--- src/hw/rtl/fet_pkg.sv ---
// shared types, constants and helpers of the escape-time fractal pixel engine
`default_nettype none

package fet_pkg;

  // fixed point format and frame geometry
  localparam int FRACTION_BITS = 28;
  localparam int FRAME_WIDTH   = 1024;
  localparam int FRAME_HEIGHT  = 1024;

  // field widths
  localparam int PIX_W    = 12;
  localparam int CNT_W    = 12;
  localparam int STRIDE_W = 16;
  localparam int OFS_W    = 24;
  localparam int VAL_W    = 8;
  localparam int CFG_W    = 32;
  localparam int REG_IDX_W = 3;

  // squares and cross product after the fraction shift, and the update adder
  localparam int XW = 66 - FRACTION_BITS;
  localparam int UW = XW + 2;

  // byte offset x*4 + y*stride
  localparam int PROD_W = PIX_W + STRIDE_W;
  localparam int BASE_W = PROD_W + 1;
  localparam logic [BASE_W-1:0] FRAME_BYTES = BASE_W'(FRAME_WIDTH * FRAME_HEIGHT * 4);

  localparam logic signed [UW-1:0] ESC_LIMIT = UW'(4 << FRACTION_BITS);

  // register indexes
  localparam logic [REG_IDX_W-1:0] REG_MODE     = 3'd0;
  localparam logic [REG_IDX_W-1:0] REG_MAX_ITER = 3'd1;
  localparam logic [REG_IDX_W-1:0] REG_JULIA_RE = 3'd2;
  localparam logic [REG_IDX_W-1:0] REG_JULIA_IM = 3'd3;
  localparam logic [REG_IDX_W-1:0] REG_STRIDE   = 3'd4;

  // reset values
  localparam logic [CNT_W-1:0]    MAX_ITER_RST = 12'd64;
  localparam logic [STRIDE_W-1:0] STRIDE_RST   = 16'd4096;

  typedef enum logic [1:0] {
    MODE_MANDEL = 2'd0,
    MODE_SHIP   = 2'd1,
    MODE_JULIA  = 2'd2
  } mode_e;

  typedef enum logic [1:0] {
    ST_IDLE,
    ST_MUL,
    ST_UPD,
    ST_FIN
  } state_e;

  typedef struct packed {
    logic [1:0]          mode;
    logic [CNT_W-1:0]    max_iter;
    logic [31:0]         julia_re;
    logic [31:0]         julia_im;
    logic [STRIDE_W-1:0] stride;
  } cfg_t;

  typedef struct packed {
    logic load;
    logic mul;
    logic upd;
    logic out_load;
  } cmd_t;

  typedef struct packed {
    logic limit_hit;
    logic escape;
  } status_t;

  // clamp to the signed 32-bit range
  function automatic logic signed [31:0] sat32(input logic signed [UW-1:0] v);
    logic [UW-32:0] top;
    top = v[UW-1:31];
    if ((&top) || (~|top)) begin
      return v[31:0];
    end else if (v[UW-1]) begin
      return 32'sh8000_0000;
    end else begin
      return 32'sh7fff_ffff;
    end
  endfunction

endpackage

`default_nettype wire

--- src/hw/rtl/fet_regs.sv ---
// configuration register file of the fractal pixel engine
`default_nettype none

module fet_regs (
  input  wire logic                           clk_i,
  input  wire logic                           rst_ni,
  input  wire logic                           cfg_we_i,
  input  wire logic [fet_pkg::REG_IDX_W-1:0]  cfg_idx_i,
  input  wire logic [fet_pkg::CFG_W-1:0]      cfg_data_i,
  output fet_pkg::cfg_t                       cfg_o
);

  fet_pkg::cfg_t cfg_q, cfg_d;

  always_comb begin
    cfg_d = cfg_q;
    if (cfg_we_i) begin
      case (cfg_idx_i)
        fet_pkg::REG_MODE:     cfg_d.mode     = cfg_data_i[1:0];
        fet_pkg::REG_MAX_ITER: cfg_d.max_iter = cfg_data_i[fet_pkg::CNT_W-1:0];
        fet_pkg::REG_JULIA_RE: cfg_d.julia_re = cfg_data_i;
        fet_pkg::REG_JULIA_IM: cfg_d.julia_im = cfg_data_i;
        fet_pkg::REG_STRIDE:   cfg_d.stride   = cfg_data_i[fet_pkg::STRIDE_W-1:0];
        default: ;
      endcase
    end
  end

  always_ff @(posedge clk_i or negedge rst_ni) begin
    if (!rst_ni) begin
      cfg_q.mode     <= fet_pkg::MODE_MANDEL;
      cfg_q.max_iter <= fet_pkg::MAX_ITER_RST;
      cfg_q.julia_re <= '0;
      cfg_q.julia_im <= '0;
      cfg_q.stride   <= fet_pkg::STRIDE_RST;
    end else begin
      cfg_q <= cfg_d;
    end
  end

  assign cfg_o = cfg_q;

endmodule

`default_nettype wire

--- config.mk ---
export PLATFORM = sky130hd
export DESIGN_NAME = fet_regs
export DESIGN_NICKNAME = d
export VERILOG_FILES = /design/src/hw/rtl/fet_pkg.sv /design/src/hw/rtl/fet_regs.sv
export SDC_FILE = /design/constraint.sdc
export NUM_CORES = 1
export LEC_CHECK = 0
export BUFFER_PORTS_ARGS = -buffer_cell sky130_fd_sc_hd__buf_2
export CAP_MARGIN = 20
export CORE_MARGIN = 5
export CORE_UTILIZATION = 45
export CTS_CLUSTER_DIAMETER = 80
export CTS_CLUSTER_SIZE = 28
export DETAILED_ROUTE_END_ITERATION = 10
export HOLD_SLACK_MARGIN = 0.12
export PLACE_DENSITY = 0.84
export REMOVE_ABC_BUFFERS = 1
export SLEW_MARGIN = 5
export SYNTH_ARGS = -nofsm -noshare
export SYNTH_HDL_FRONTEND = slang
export SYNTH_SLANG_ARGS = --single-unit
--- constraint.sdc ---
create_clock -name clk_i -period 1.18 [get_ports clk_i]
set_input_delay 0.236 -clock clk_i [delete_from_list [all_inputs] [get_ports clk_i]]
set_output_delay 0.236 -clock clk_i [all_outputs]
set_load 0.02 [all_outputs]
==> results_dict.tcl <==
set metrics [dict create \
    r2r_cells 2 \
    holdCritStartpoint "cfg_data_i[20]" \
    cp-end-kind "output pin" \
    power_density_nw_per_um2 1920 \
    core_um2 7770 \
    setup_viol 2 \
    ff2ff_setup_slack_ps 260 \
    async_flop_share_pct 100 \
    crit_path_max_fanout 2 \
    min_path_cells 2 \
    synth-seq-cells 94 \
    synth_common_cells "92 x dfrtp_1, 81 x mux2_2, 13 x mux2_4" \
    totalWireLength_um 7830 \
    netlist_area_um2 3610 \
    die_y_um 99.6 \
    insertion_delay_ps 340 \
    worstSetupPathType "reg -> out" \
    cts_buffers 9 \
    ant_nets 0 \
    largest_register_ffs 94 \
    drt_iter0_markers 32 \
    finish.utilization_pct 62.2 \
    dr_wl_met3_um 618 \
    syn_avg_cell_area_um2 17.8 \
    status "finished with violations" \
    grt_max_degree 33 \
    crit_family "flip-flops" \
    reg2reg_to "cfg_o[3]" \
    maxCapViolations 0 \
    required_ps 940 \
    worstMarginPinSlew_ps 326 \
    firstDrtPassIters 3 \
    layout-drive-gt1-share_pct 71.0 \
    yosys.cell_count.top_type "dfrtp_1" \
    cp.arrival_ps 1000 \
    antenna_found_initial 0 \
    clockBufferDepth 2 \
    via_per_inst 4.96 \
    synthDistinctLibCells 12 \
    initial_core_util_pct 46.5 \
    rsz0062_at_grt "true" \
    fin_crit_ps 1240 \
    multi_input_area_um2 1160 \
    dieArea_um2 9920 \
    overflow 0 \
    grt_pass1_wl_um 12800 \
    finalCritPeriodShare_pct 105 \
    setup_ws_ps -59.7 \
    violations "setup timing" \
    min_to "cfg_o[36]" \
    slew_headroom_pct 78.3 \
    synth-seq-area-share_pct 65.2 \
    dp_hpwl_um 5730 \
    synth_area_leaders "dfrtp_1 64%, mux2_2 25%, mux2_4 5.4%" \
    dr.max_layer_used "met4" \
    gp_congestion 0.745 \
    netlist_instances 203 \
    finalNetCount 395 \
    skew_ps 0 \
    cts.htree.levels 3 \
    synth_warnings 0 \
    io_buffers 131 \
    synth.largest_area_cell "dfrtp_1" \
    wl_met1_um 3060 \
    wl_met2_um 4060 \
    vias 2303 \
    hold_viol_final 0 \
    path_clk_slew_ps 90 \
    grt.total_usage_pct 16.4 \
    max_freq_ghz 0.807 \
    netlist.area_leader.share_pct 63.8 \
    rows 32 \
    cts_tree "done" \
    post_drt_wl_per_cell_um 16.9 \
    p_leak_uw 0.00234 \
    reg2reg_from "cfg_o[3]" \
    hold_class "in -> reg" \
    final.setup.tns_ps -115 \
    path_buf_inv 1 \
    seq_area_um2 2350 \
    n_fill_cell 606 \
    slew_violations 0 \
    cts_root_buffer "clkbuf_8" \
    cts.sinks 94 \
    pin_count 132 \
    die_w_um 99.6 \
    crit_cells 1 \
    ir_worst_vdd_uv 944 \
    yosys_most_used_dff "dfrtp_1" \
    route.detailed.drc 0 \
    start_kind "flop" \
    grt_pass1_vias 2450 \
    synthToLayoutAreaGrowth_pct 33.7 \
    synth_edf_count 0 \
    path_cells "buf_6" \
    antenna_cells 0 \
    slowest_delay_ps 550 \
    crit_slowest_cell "dfstp_2" \
]
cells by family (layout without fill, tap and decap cells):
logic type	Yosys count	after routing	share of synthesized area, %
mux	94	94	30.7
flops	94	94	65.2
buf+inv	10	169	2.60
simple gates	5	5	1.52
stage by stage:
stage / cells / power (uW) / hold slack (ps) / worst slack, ps / area [um2]
after floorplan: 193 / 5950 / -59.6 / -766 / 3520
after global placement: 437 / 6990 / 160 / -207 / 4460
after detailed placement: 437 / 7090 / 156 / -230 / 4460
after CTS: 455 / 9210 / 120 / -81.9 / 4690
after global routing: 464 / 9770 / 120 / -110 / 4830
final: 464 / 9270 / 140 / -59.7 / 4830
routing by layer:
layer | global-route usage (%) | vias up
met2 | 28.5 | 82
met3 | 5.68 | 11
met1 | 19.6 | 1175
met5 | 0 | -
li1 | - | 1035
met4 | 4.10 | 0
worst max-delay path by stage:
stage	endpoint	from
after floorplan	cfg_o[16]	cfg_idx_i[2]
after global placement	cfg_o[73]	cfg_idx_i[2]
after detailed placement	cfg_o[50]	cfg_idx_i[2]
after CTS	cfg_o[86]	cfg_o[86]
after global routing	cfg_o[86]	cfg_o[86]
final	cfg_o[86]	cfg_o[86]
power breakdown:
group | internal (uW) | leakage [uW] | switching [uW]
Clock | 1040 | 0.0000899 | 1050
Sequential | 3940 | 0.00113 | 393
Combinational | 1300 | 0.00113 | 1540
placed cells by master, fill, tap and decap left out:
cell,count
and4bb_1,1
nand4b_1,1
buf_4,10
buf_12,6
bufinv_16,1
buf_2,118
clkbuf_8,10
dfrtp_1,92
mux2_2,81
clkbuf_1,3
dfstp_2,2
nor4b_1,1
buf_6,12
mux2_4,13
and4bb_2,2
dlygate4sd3_1,7
clkinvlp_4,2
final cells by class:
cell class	instances	share of cell area, %
sequential	94	48.8
timing repair buffer	153	20.5
clock buffer	13	3.08
clock inverter	3	0.933
multi-input combinational	99	24.1
tap	102	2.64
repair_timing:
action	4_1_cts	5_1_grt
gates resized for setup	4	20
hold buffers	2	5
endpoints found under the setup margin	2	15
setup buffers	0	4
pin swaps	0	0
hold endpoints to repair	95	5
(Power assumes the default switching activity.)
