--- src/hw/rtl/fet_pkg.sv ---
// shared types, constants and helpers of the escape-time fractal pixel engine
`default_nettype none

package fet_pkg;

  // fixed point format and frame geometry
  localparam int FRACTION_BITS = 28;
  localparam int FRAME_WIDTH   = 1024;
  localparam int FRAME_HEIGHT  = 1024;

  // field widths
  localparam int PIX_W    = 12;
  localparam int CNT_W    = 12;
  localparam int STRIDE_W = 16;
  localparam int OFS_W    = 24;
  localparam int VAL_W    = 8;
  localparam int CFG_W    = 32;
  localparam int REG_IDX_W = 3;

  // squares and cross product after the fraction shift, and the update adder
  localparam int XW = 66 - FRACTION_BITS;
  localparam int UW = XW + 2;

  // byte offset x*4 + y*stride
  localparam int PROD_W = PIX_W + STRIDE_W;
  localparam int BASE_W = PROD_W + 1;
  localparam logic [BASE_W-1:0] FRAME_BYTES = BASE_W'(FRAME_WIDTH * FRAME_HEIGHT * 4);

  localparam logic signed [UW-1:0] ESC_LIMIT = UW'(4 << FRACTION_BITS);

  // register indexes
  localparam logic [REG_IDX_W-1:0] REG_MODE     = 3'd0;
  localparam logic [REG_IDX_W-1:0] REG_MAX_ITER = 3'd1;
  localparam logic [REG_IDX_W-1:0] REG_JULIA_RE = 3'd2;
  localparam logic [REG_IDX_W-1:0] REG_JULIA_IM = 3'd3;
  localparam logic [REG_IDX_W-1:0] REG_STRIDE   = 3'd4;

  // reset values
  localparam logic [CNT_W-1:0]    MAX_ITER_RST = 12'd64;
  localparam logic [STRIDE_W-1:0] STRIDE_RST   = 16'd4096;

  typedef enum logic [1:0] {
    MODE_MANDEL = 2'd0,
    MODE_SHIP   = 2'd1,
    MODE_JULIA  = 2'd2
  } mode_e;

  typedef enum logic [1:0] {
    ST_IDLE,
    ST_MUL,
    ST_UPD,
    ST_FIN
  } state_e;

  typedef struct packed {
    logic [1:0]          mode;
    logic [CNT_W-1:0]    max_iter;
    logic [31:0]         julia_re;
    logic [31:0]         julia_im;
    logic [STRIDE_W-1:0] stride;
  } cfg_t;

  typedef struct packed {
    logic load;
    logic mul;
    logic upd;
    logic out_load;
  } cmd_t;

  typedef struct packed {
    logic limit_hit;
    logic escape;
  } status_t;

  // clamp to the signed 32-bit range
  function automatic logic signed [31:0] sat32(input logic signed [UW-1:0] v);
    logic [UW-32:0] top;
    top = v[UW-1:31];
    if ((&top) || (~|top)) begin
      return v[31:0];
    end else if (v[UW-1]) begin
      return 32'sh8000_0000;
    end else begin
      return 32'sh7fff_ffff;
    end
  endfunction

endpackage

`default_nettype wire

--- src/hw/rtl/fet_ctrl.sv ---
// controller state machine: item intake, iteration sequencing, result register handshake
`default_nettype none

module fet_ctrl (
  input  wire logic       clk_i,
  input  wire logic       rst_ni,
  input  wire logic       in_valid_i,
  output logic            in_stall_o,
  output logic            out_valid_o,
  input  wire logic       out_stall_i,
  input  wire fet_pkg::status_t sts_i,
  output fet_pkg::cmd_t   cmd_o
);

  fet_pkg::state_e state_q, state_d;
  logic            out_valid_q, out_valid_d;
  logic            out_free;

  assign out_free = !out_valid_q || !out_stall_i;

  always_comb begin
    state_d    = state_q;
    cmd_o      = '0;
    in_stall_o = 1'b1;
    case (state_q)
      fet_pkg::ST_IDLE: begin
        in_stall_o = 1'b0;
        if (in_valid_i) begin
          cmd_o.load = 1'b1;
          state_d    = fet_pkg::ST_MUL;
        end
      end
      fet_pkg::ST_MUL: begin
        if (sts_i.limit_hit) begin
          state_d = fet_pkg::ST_FIN;
        end else begin
          cmd_o.mul = 1'b1;
          state_d   = fet_pkg::ST_UPD;
        end
      end
      fet_pkg::ST_UPD: begin
        if (sts_i.escape) begin
          state_d = fet_pkg::ST_FIN;
        end else begin
          cmd_o.upd = 1'b1;
          state_d   = fet_pkg::ST_MUL;
        end
      end
      fet_pkg::ST_FIN: begin
        if (out_free) begin
          cmd_o.out_load = 1'b1;
          state_d        = fet_pkg::ST_IDLE;
        end
      end
      default: state_d = fet_pkg::ST_IDLE;
    endcase
  end

  always_comb begin
    out_valid_d = out_valid_q;
    if (cmd_o.out_load) begin
      out_valid_d = 1'b1;
    end else if (out_valid_q && !out_stall_i) begin
      out_valid_d = 1'b0;
    end
  end

  always_ff @(posedge clk_i or negedge rst_ni) begin
    if (!rst_ni) begin
      state_q     <= fet_pkg::ST_IDLE;
      out_valid_q <= 1'b0;
    end else begin
      state_q     <= state_d;
      out_valid_q <= out_valid_d;
    end
  end

  assign out_valid_o = out_valid_q;

endmodule

`default_nettype wire

--- config.mk ---
export PLATFORM = sky130hd
export DESIGN_NAME = fet_ctrl
export DESIGN_NICKNAME = d
export VERILOG_FILES = /design/src/hw/rtl/fet_pkg.sv /design/src/hw/rtl/fet_ctrl.sv
export SDC_FILE = /design/constraint.sdc
export NUM_CORES = 1
export LEC_CHECK = 0
export BUFFER_PORTS_ARGS = -buffer_cell sky130_fd_sc_hd__buf_2
export CAP_MARGIN = 40
export CORE_AREA = 5 5 42 44
export DETAILED_ROUTE_END_ITERATION = 8
export DIE_AREA = 0 0 47 49
export SYNTH_ARGS = -nofsm -noshare
export SYNTH_HDL_FRONTEND = slang
export SYNTH_SLANG_ARGS = --single-unit
--- constraint.sdc ---
create_clock -name clk_i -period 1.95 [get_ports clk_i]
set_input_delay 0.195 -clock clk_i [delete_from_list [all_inputs] [get_ports clk_i]]
set_output_delay 0.195 -clock clk_i [all_outputs]
set_load 0.02 [all_outputs]
==> results.yml, run 1 <==
status:
  status: "complete, no violations"
cts:
  clock_latency_ps: 230
  cts_resized: 0
  cts.path.max_buffers: 2
  htreeDepth: 1
  clock-root-buffer: "clkbuf_4"
  numCtsBuffers: 3
  clk_pin_slew_worst_paths_ps: 30
  cts_tree: "built"
  cts_sinks: 3
placement:
  io_buffers: 11
  gp_congestion: 0.5604
  dp_cells: 44
  placed_area_sq_um: 242.7
power:
  irDropWorstVdd_mv: 0.4525
  p_sw_share_pct: 41.47
  internal_power_mw: 0.2794
  pwr-share-seq_pct: 29.2
  p_comb_share_pct: 48.6
  powerDensity_nw_per_um2: 1711
  p_leak_nw: 0.1427
  pwr-share-clk_pct: 22.2
  p_sw_mw: 0.1980
synth:
  ys_types: 11
  async_reset_ff_share_pct: 100.0
  synth_edf_count: 0
  synthTopCellsByCount: "3 x a21oi_1, 3 x dfrtp_1, 3 x nand2_1"
  synth_top_area_share_pct: 42.86
  syn_nets: 24
  avgSynthCellArea_sq_um: 9.732
  synthCells: 18
  synth_largest_area_cell: "dfrtp_1"
  ys.flop_type: "dfrtp_1"
  ys_seq_area_share_pct: 42.86
  synth_area_leaders: "dfrtp_1 43%, a21oi_1 8.6%, a2bb2oi_2 8.6%"
  netlist_area_sq_um: 175.2
  ys_ff_latch: 3
  yosysWarnings: 0
die:
  rows: 14
  core-area_sq_um: 1401
  io_pins: 12
  die_h_um: 49
  die_w_um: 47
  start_util_pct: 12.50
  die_area_sq_um: 2303
route:
  viasPerCell: 3.429
  vias: 168
  routedWlPerCell_um: 8.306
  drt_iter0_markers: 2
  drc: 0
  first_pass_iters: 2
  drt_wl_total_um: 407
  drtAntennaViolNets: 0
worst_setup_path:
  crit_fanout: 7
  cp-start-kind: "register"
  end_kind: "output port"
  max_stage_delay_ps: 430
  arrival_ps: 1230
  crit_required_ps: 1750
  cp_cell_sequence: "or2_2, nor2_1, buf_2"
  cp_num_buf_inv: 1
  path_class: "reg -> out"
  crit_family: "flip-flops"
  slowest_stage: "dfrtp_1"
sta:
  rsz0062_at_grt: "false"
  hold_viol: 0
  fin_crit_sh_pct: 73.11
  setup_viol: 0
  fin_tns_setup_ps: 0
  relSlewSlack_pct: 86.34
  fmax_mhz: 701.4
  slew_viol_final: 0
  fin_crit_ps: 1426
  finClkSkew_ps: 0.4826
  worstMarginPinSlew_ps: 204.9
grt:
  first_global_vias: 189
  grt_max_degree: 8
  antenna_found_initial: 0
  grt_pass1_wl_um: 683
  grt_usage_pct: 4.517
  grt-ovfl-total: 0
layout:
  drive_gt1_share_pct: 54.55
  fin_nets: 40
  fillers: 172
  final_core_util_pct: 19.91
  areaGrowthSynthToFinish_pct: 59.29
  n_antenna_cell: 0
  final_area_sq_um: 279.0
  final_cells: 49
run:
  cap_violations: 0
worst_hold_path:
  hold_class: "in -> reg"
==> path summary, 6_finish.rpt <==
path | from | end | slack [ps] | depth (start not counted)
worst max-delay path | state_q[1] | cmd_o[3] | 520 | 3
worst min-delay path | out_stall_i | out_valid_o | 240 | 3
worst max register to register | state_q[0] | state_q[0] | 940 | 2
worst min register to register | out_valid_o | out_valid_o | 560 | 2
max in group asynchronous | rst_ni | out_valid_o | 1560 | 2
min in group asynchronous | rst_ni | state_q[1] | 290 | 2
==> kinds of logic (layout without fill, tap and decap cells) <==
group / Yosys count / count (layout) / share of synthesized area, %
simple gates: 8 / 8 / 25.00
compound gates: 4 / 4 / 17.14
flops: 3 / 3 / 42.86
buf+inv: 2 / 17 / 6.428
mux: 1 / 1 / 8.569
==> per-layer routing <==
metal / routed length [um] / track usage, % / share of wire, % / vias to the layer above
met5: 0 / 0 / 0 / -
met3: 50 / 1.476 / 12 / 0
met2: 194 / 6.335 / 48 / 7
met1: 161 / 4.425 / 40 / 70
li1: - / - / - / 91
met4: 0 / 5.530 / 0 / 0
==> through the flow <==
stage / total power [mW] / worst slack, ps / hold slack (ps)
after CTS: 0.4896 / 507.1 / 243.6
after floorplan: 0.3161 / 665.5 / -100.6
after global routing: 0.5257 / 460.1 / 274.8
after global placement: 0.3701 / 787.2 / -7.117
after detailed placement: 0.3748 / 758.5 / -7.241
final: 0.4775 / 524.3 / 244.0
==> worst min-delay path: stages <==
cell and delay, ps:
buf_2 90, nand2_1 80, nand2_1 70
==> placed cells by master (no fill, tap or decap) <==
| cell type | n |
|---|---|
| a21oi_1 | 3 |
| a2bb2oi_2 | 1 |
| and2_2 | 1 |
| buf_2 | 11 |
| clkbuf_1 | 1 |
| clkbuf_4 | 3 |
| dfrtp_1 | 3 |
| dlygate4sd3_1 | 1 |
| inv_1 | 1 |
| mux2_4 | 1 |
| nand2_1 | 3 |
| nor2_1 | 1 |
| nor3b_1 | 2 |
| or2_2 | 1 |
==> timing repair <==
item,4_1_cts,5_1_grt
setup buffers,0,0
hold buffers,1,0
endpoints found under the hold margin,3,0
==> registers in the layout (all words and copies together) (netlist names) <==
name         flops
state_q          2
out_valid_o      1
==> power groups by stage <==
stage | Combinational, mW | Sequential [mW] | Clock, mW
2_1_floorplan | 0.171 | 0.145 | 0
3_3_place_gp | 0.235 | 0.135 | 0
3_5_place_dp | 0.235 | 0.140 | 0
4_1_cts | 0.237 | 0.138 | 0.114
5_1_grt | 0.258 | 0.151 | 0.116
6_report | 0.232 | 0.140 | 0.106
==> final cells by class <==
| type | instances | area [sq um] | area share, % |
|---|---|---|---|
| clock buffers | 4 | 26.28 | 9.417 |
| inverters | 1 | 3.754 | 1.345 |
| multi-input cells | 13 | 88.84 | 31.84 |
| flip-flops and latches | 3 | 75.07 | 26.91 |
| well taps | 16 | 20.02 | 7.175 |
| repair buffers | 12 | 65.06 | 23.32 |
(Power assumes the default switching activity.)
==> inputs of run 2 (changes only) <==
==> constraint.sdc (replaced) <==
create_clock -name clk_i -period 1.25 [get_ports clk_i]
set_input_delay 0.125 -clock clk_i [delete_from_list [all_inputs] [get_ports clk_i]]
set_output_delay 0.125 -clock clk_i [all_outputs]
set_load 0.02 [all_outputs]
==> run 2 against run 1 <==
  * Flip-flop and latch count unchanged
  * Die area unchanged
  * Sequential share of layout area decreased by 4.4 points
  * Clock power increased by 58%
  * Total power increased by 88%
  * Largest cell class is now non-clock buffers
  * Largest power group unchanged
  * Highest routed layer unchanged
==> results.yml, run 2 (synthesized netlist as in run 1, its figures left out) <==
layout:
  fillers: 166
  final_common_cell: "buf_2"
  final_core_util_pct: 23.84
  n_antenna_cell: 0
  largest_register: "state_q"
  final_cell_mix: "7 x buf_2, 5 x buf_4"
  drive_gt1_share_pct: 63.89
  final_cells: 52
  fin_nets: 43
  areaGrowthSynthToFinish_pct: 90.71
  largest_reg_flops: 2
die:
  die_w_um: 47
  die_area_sq_um: 2303
  die_h_um: 49
  core-area_sq_um: 1401
  io_pins: 12
  start_util_pct: 12.50
  rows: 14
cts:
  clk_pin_slew_worst_paths_ps: 40
  cts_tree: "built"
  clock-root-buffer: "clkbuf_4"
  cts.path.max_buffers: 2
  clock_latency_ps: 230
  cts_sinks: 3
  numCtsBuffers: 3
  htreeDepth: 1
sta:
  setup_ws_ps: 0.5840
  relSlewSlack_pct: 88.49
  finClkSkew_ps: 2.643
  setup_viol: 0
  worstMarginPinSlew_ps: 172.3
  slew_viol_final: 0
  fin_crit_ps: 1249
  hold_viol: 0
  fmax_mhz: 800.4
  fin_crit_sh_pct: 99.95
  rsz0062_at_grt: "true"
  whs_ps: 176.5
worst_hold_path:
  hold_class: "in -> reg"
  whs_path_depth: 3
power:
  irDropWorstVdd_mv: 0.6877
  p_leak_nw: 0.1641
  powerDensity_nw_per_um2: 2692
  total_power_mw: 0.8994
worst_setup_path:
  max_stage_delay_ps: 420
  end_kind: "output port"
  arrival_ps: 1120
  r2r_start: "state_q[0]"
  reg2reg_slack_ps: 140
  crit_end: "cmd_o[3]"
  r2r_end: "state_q[0]"
  cp_num_buf_inv: 1
  critPathLaunch: "state_q[0]"
  slowest_stage: "dfrtp_1"
  crit_required_ps: 1120
  path_class: "reg -> out"
  cp-start-kind: "register"
  cp_num_cells: 3
  r2r_cells: 3
  crit_family: "flip-flops"
  crit_fanout: 6
  cp_cell_sequence: "or2_4, nor2_4, buf_6"
route:
  vias: 191
  viasPerCell: 3.673
  routedWlPerCell_um: 9.231
  drc: 0
  drt_iter0_markers: 0
  drt_wl_total_um: 480
  drtAntennaViolNets: 0
  first_pass_iters: 1
run:
  cap_violations: 0
placement:
  gp_congestion: 0.5772
  io_buffers: 11
  dp_cells: 45
  place_ws_ps: 155.4
  dp_hpwl_um: 354.6
status:
  status: "complete, no violations"
grt:
  grt-ovfl-total: 0
  first_global_vias: 219
  grt_pass1_wl_um: 772
  grt_max_degree: 7
  grt_usage_pct: 4.658
  antenna_found_initial: 0
run 2: changes by cell type in the layout (fill, tap and decap cells not counted):
cell     change
or2_2        -1
buf_4        +5
nor2_1       -1
nor3b_2      +1
or2_4        +1
buf_6        +2
nor3b_1      -1
buf_2        -4
nor2_4       +1
run 2: area by class of cell:
class                      count  area [sq um]  area share, %
timing repair buffer          15         105.1          31.46
multi-input combinational     13         103.9          31.09
sequential                     3         75.07          22.47
clock buffer                   4         26.28          7.865
tap                           16         20.02          5.993
inverter                       1         3.754          1.124
run 2: power by group:
group / switching [mW] / internal (mW)
logic: 0.252 / 0.283
clock network: 0.0489 / 0.120
registers: 0.0464 / 0.149
total: 0.348 / 0.552
run 2: worst register-to-register path, delay by kind of cell (launching register included):
| family | cells | cell delay (ps) |
|---|---|---|
| AO/OA/AOI/OAI | 1 | 130 |
| buffers and inverters | 1 | 160 |
| flip-flops | 1 | 420 |
| multiplexers | 1 | 290 |
run 2: repair_timing:
item	CTS	global route
setup buffers	2	0
cloned	0	0
gates resized for setup	4	6
endpoints found under the hold margin	3	0
hold buffers	1	0
pin swaps	0	2
setup endpoints to repair	3	4
run 2: routing by layer:
layer	share of wire, %	global-route usage [%]
met5	0	0
met3	11	2.214
met4	0	2.765
met1	37	3.982
met2	52	8.145
run 2: worst min path at each step:
stage	end	start	slack [ps]
after floorplan	out_valid_o	rst_ni	-170
after detailed placement	state_q[1]	rst_ni	-70
after CTS	out_valid_o	out_stall_i	170
final	out_valid_o	out_stall_i	180
after global placement	state_q[1]	rst_ni	-80
after global routing	out_valid_o	out_stall_i	200
run 2: per-stage QoR:
stage / TNS [ps] / area (sq um)
detailed placement: 0 / 250.2
floorplan: 0 / 175.2
global route: -149.9 / 334.1
global placement: 0 / 250.2
CTS: -6.683 / 314.1
finish: 0 / 334.1
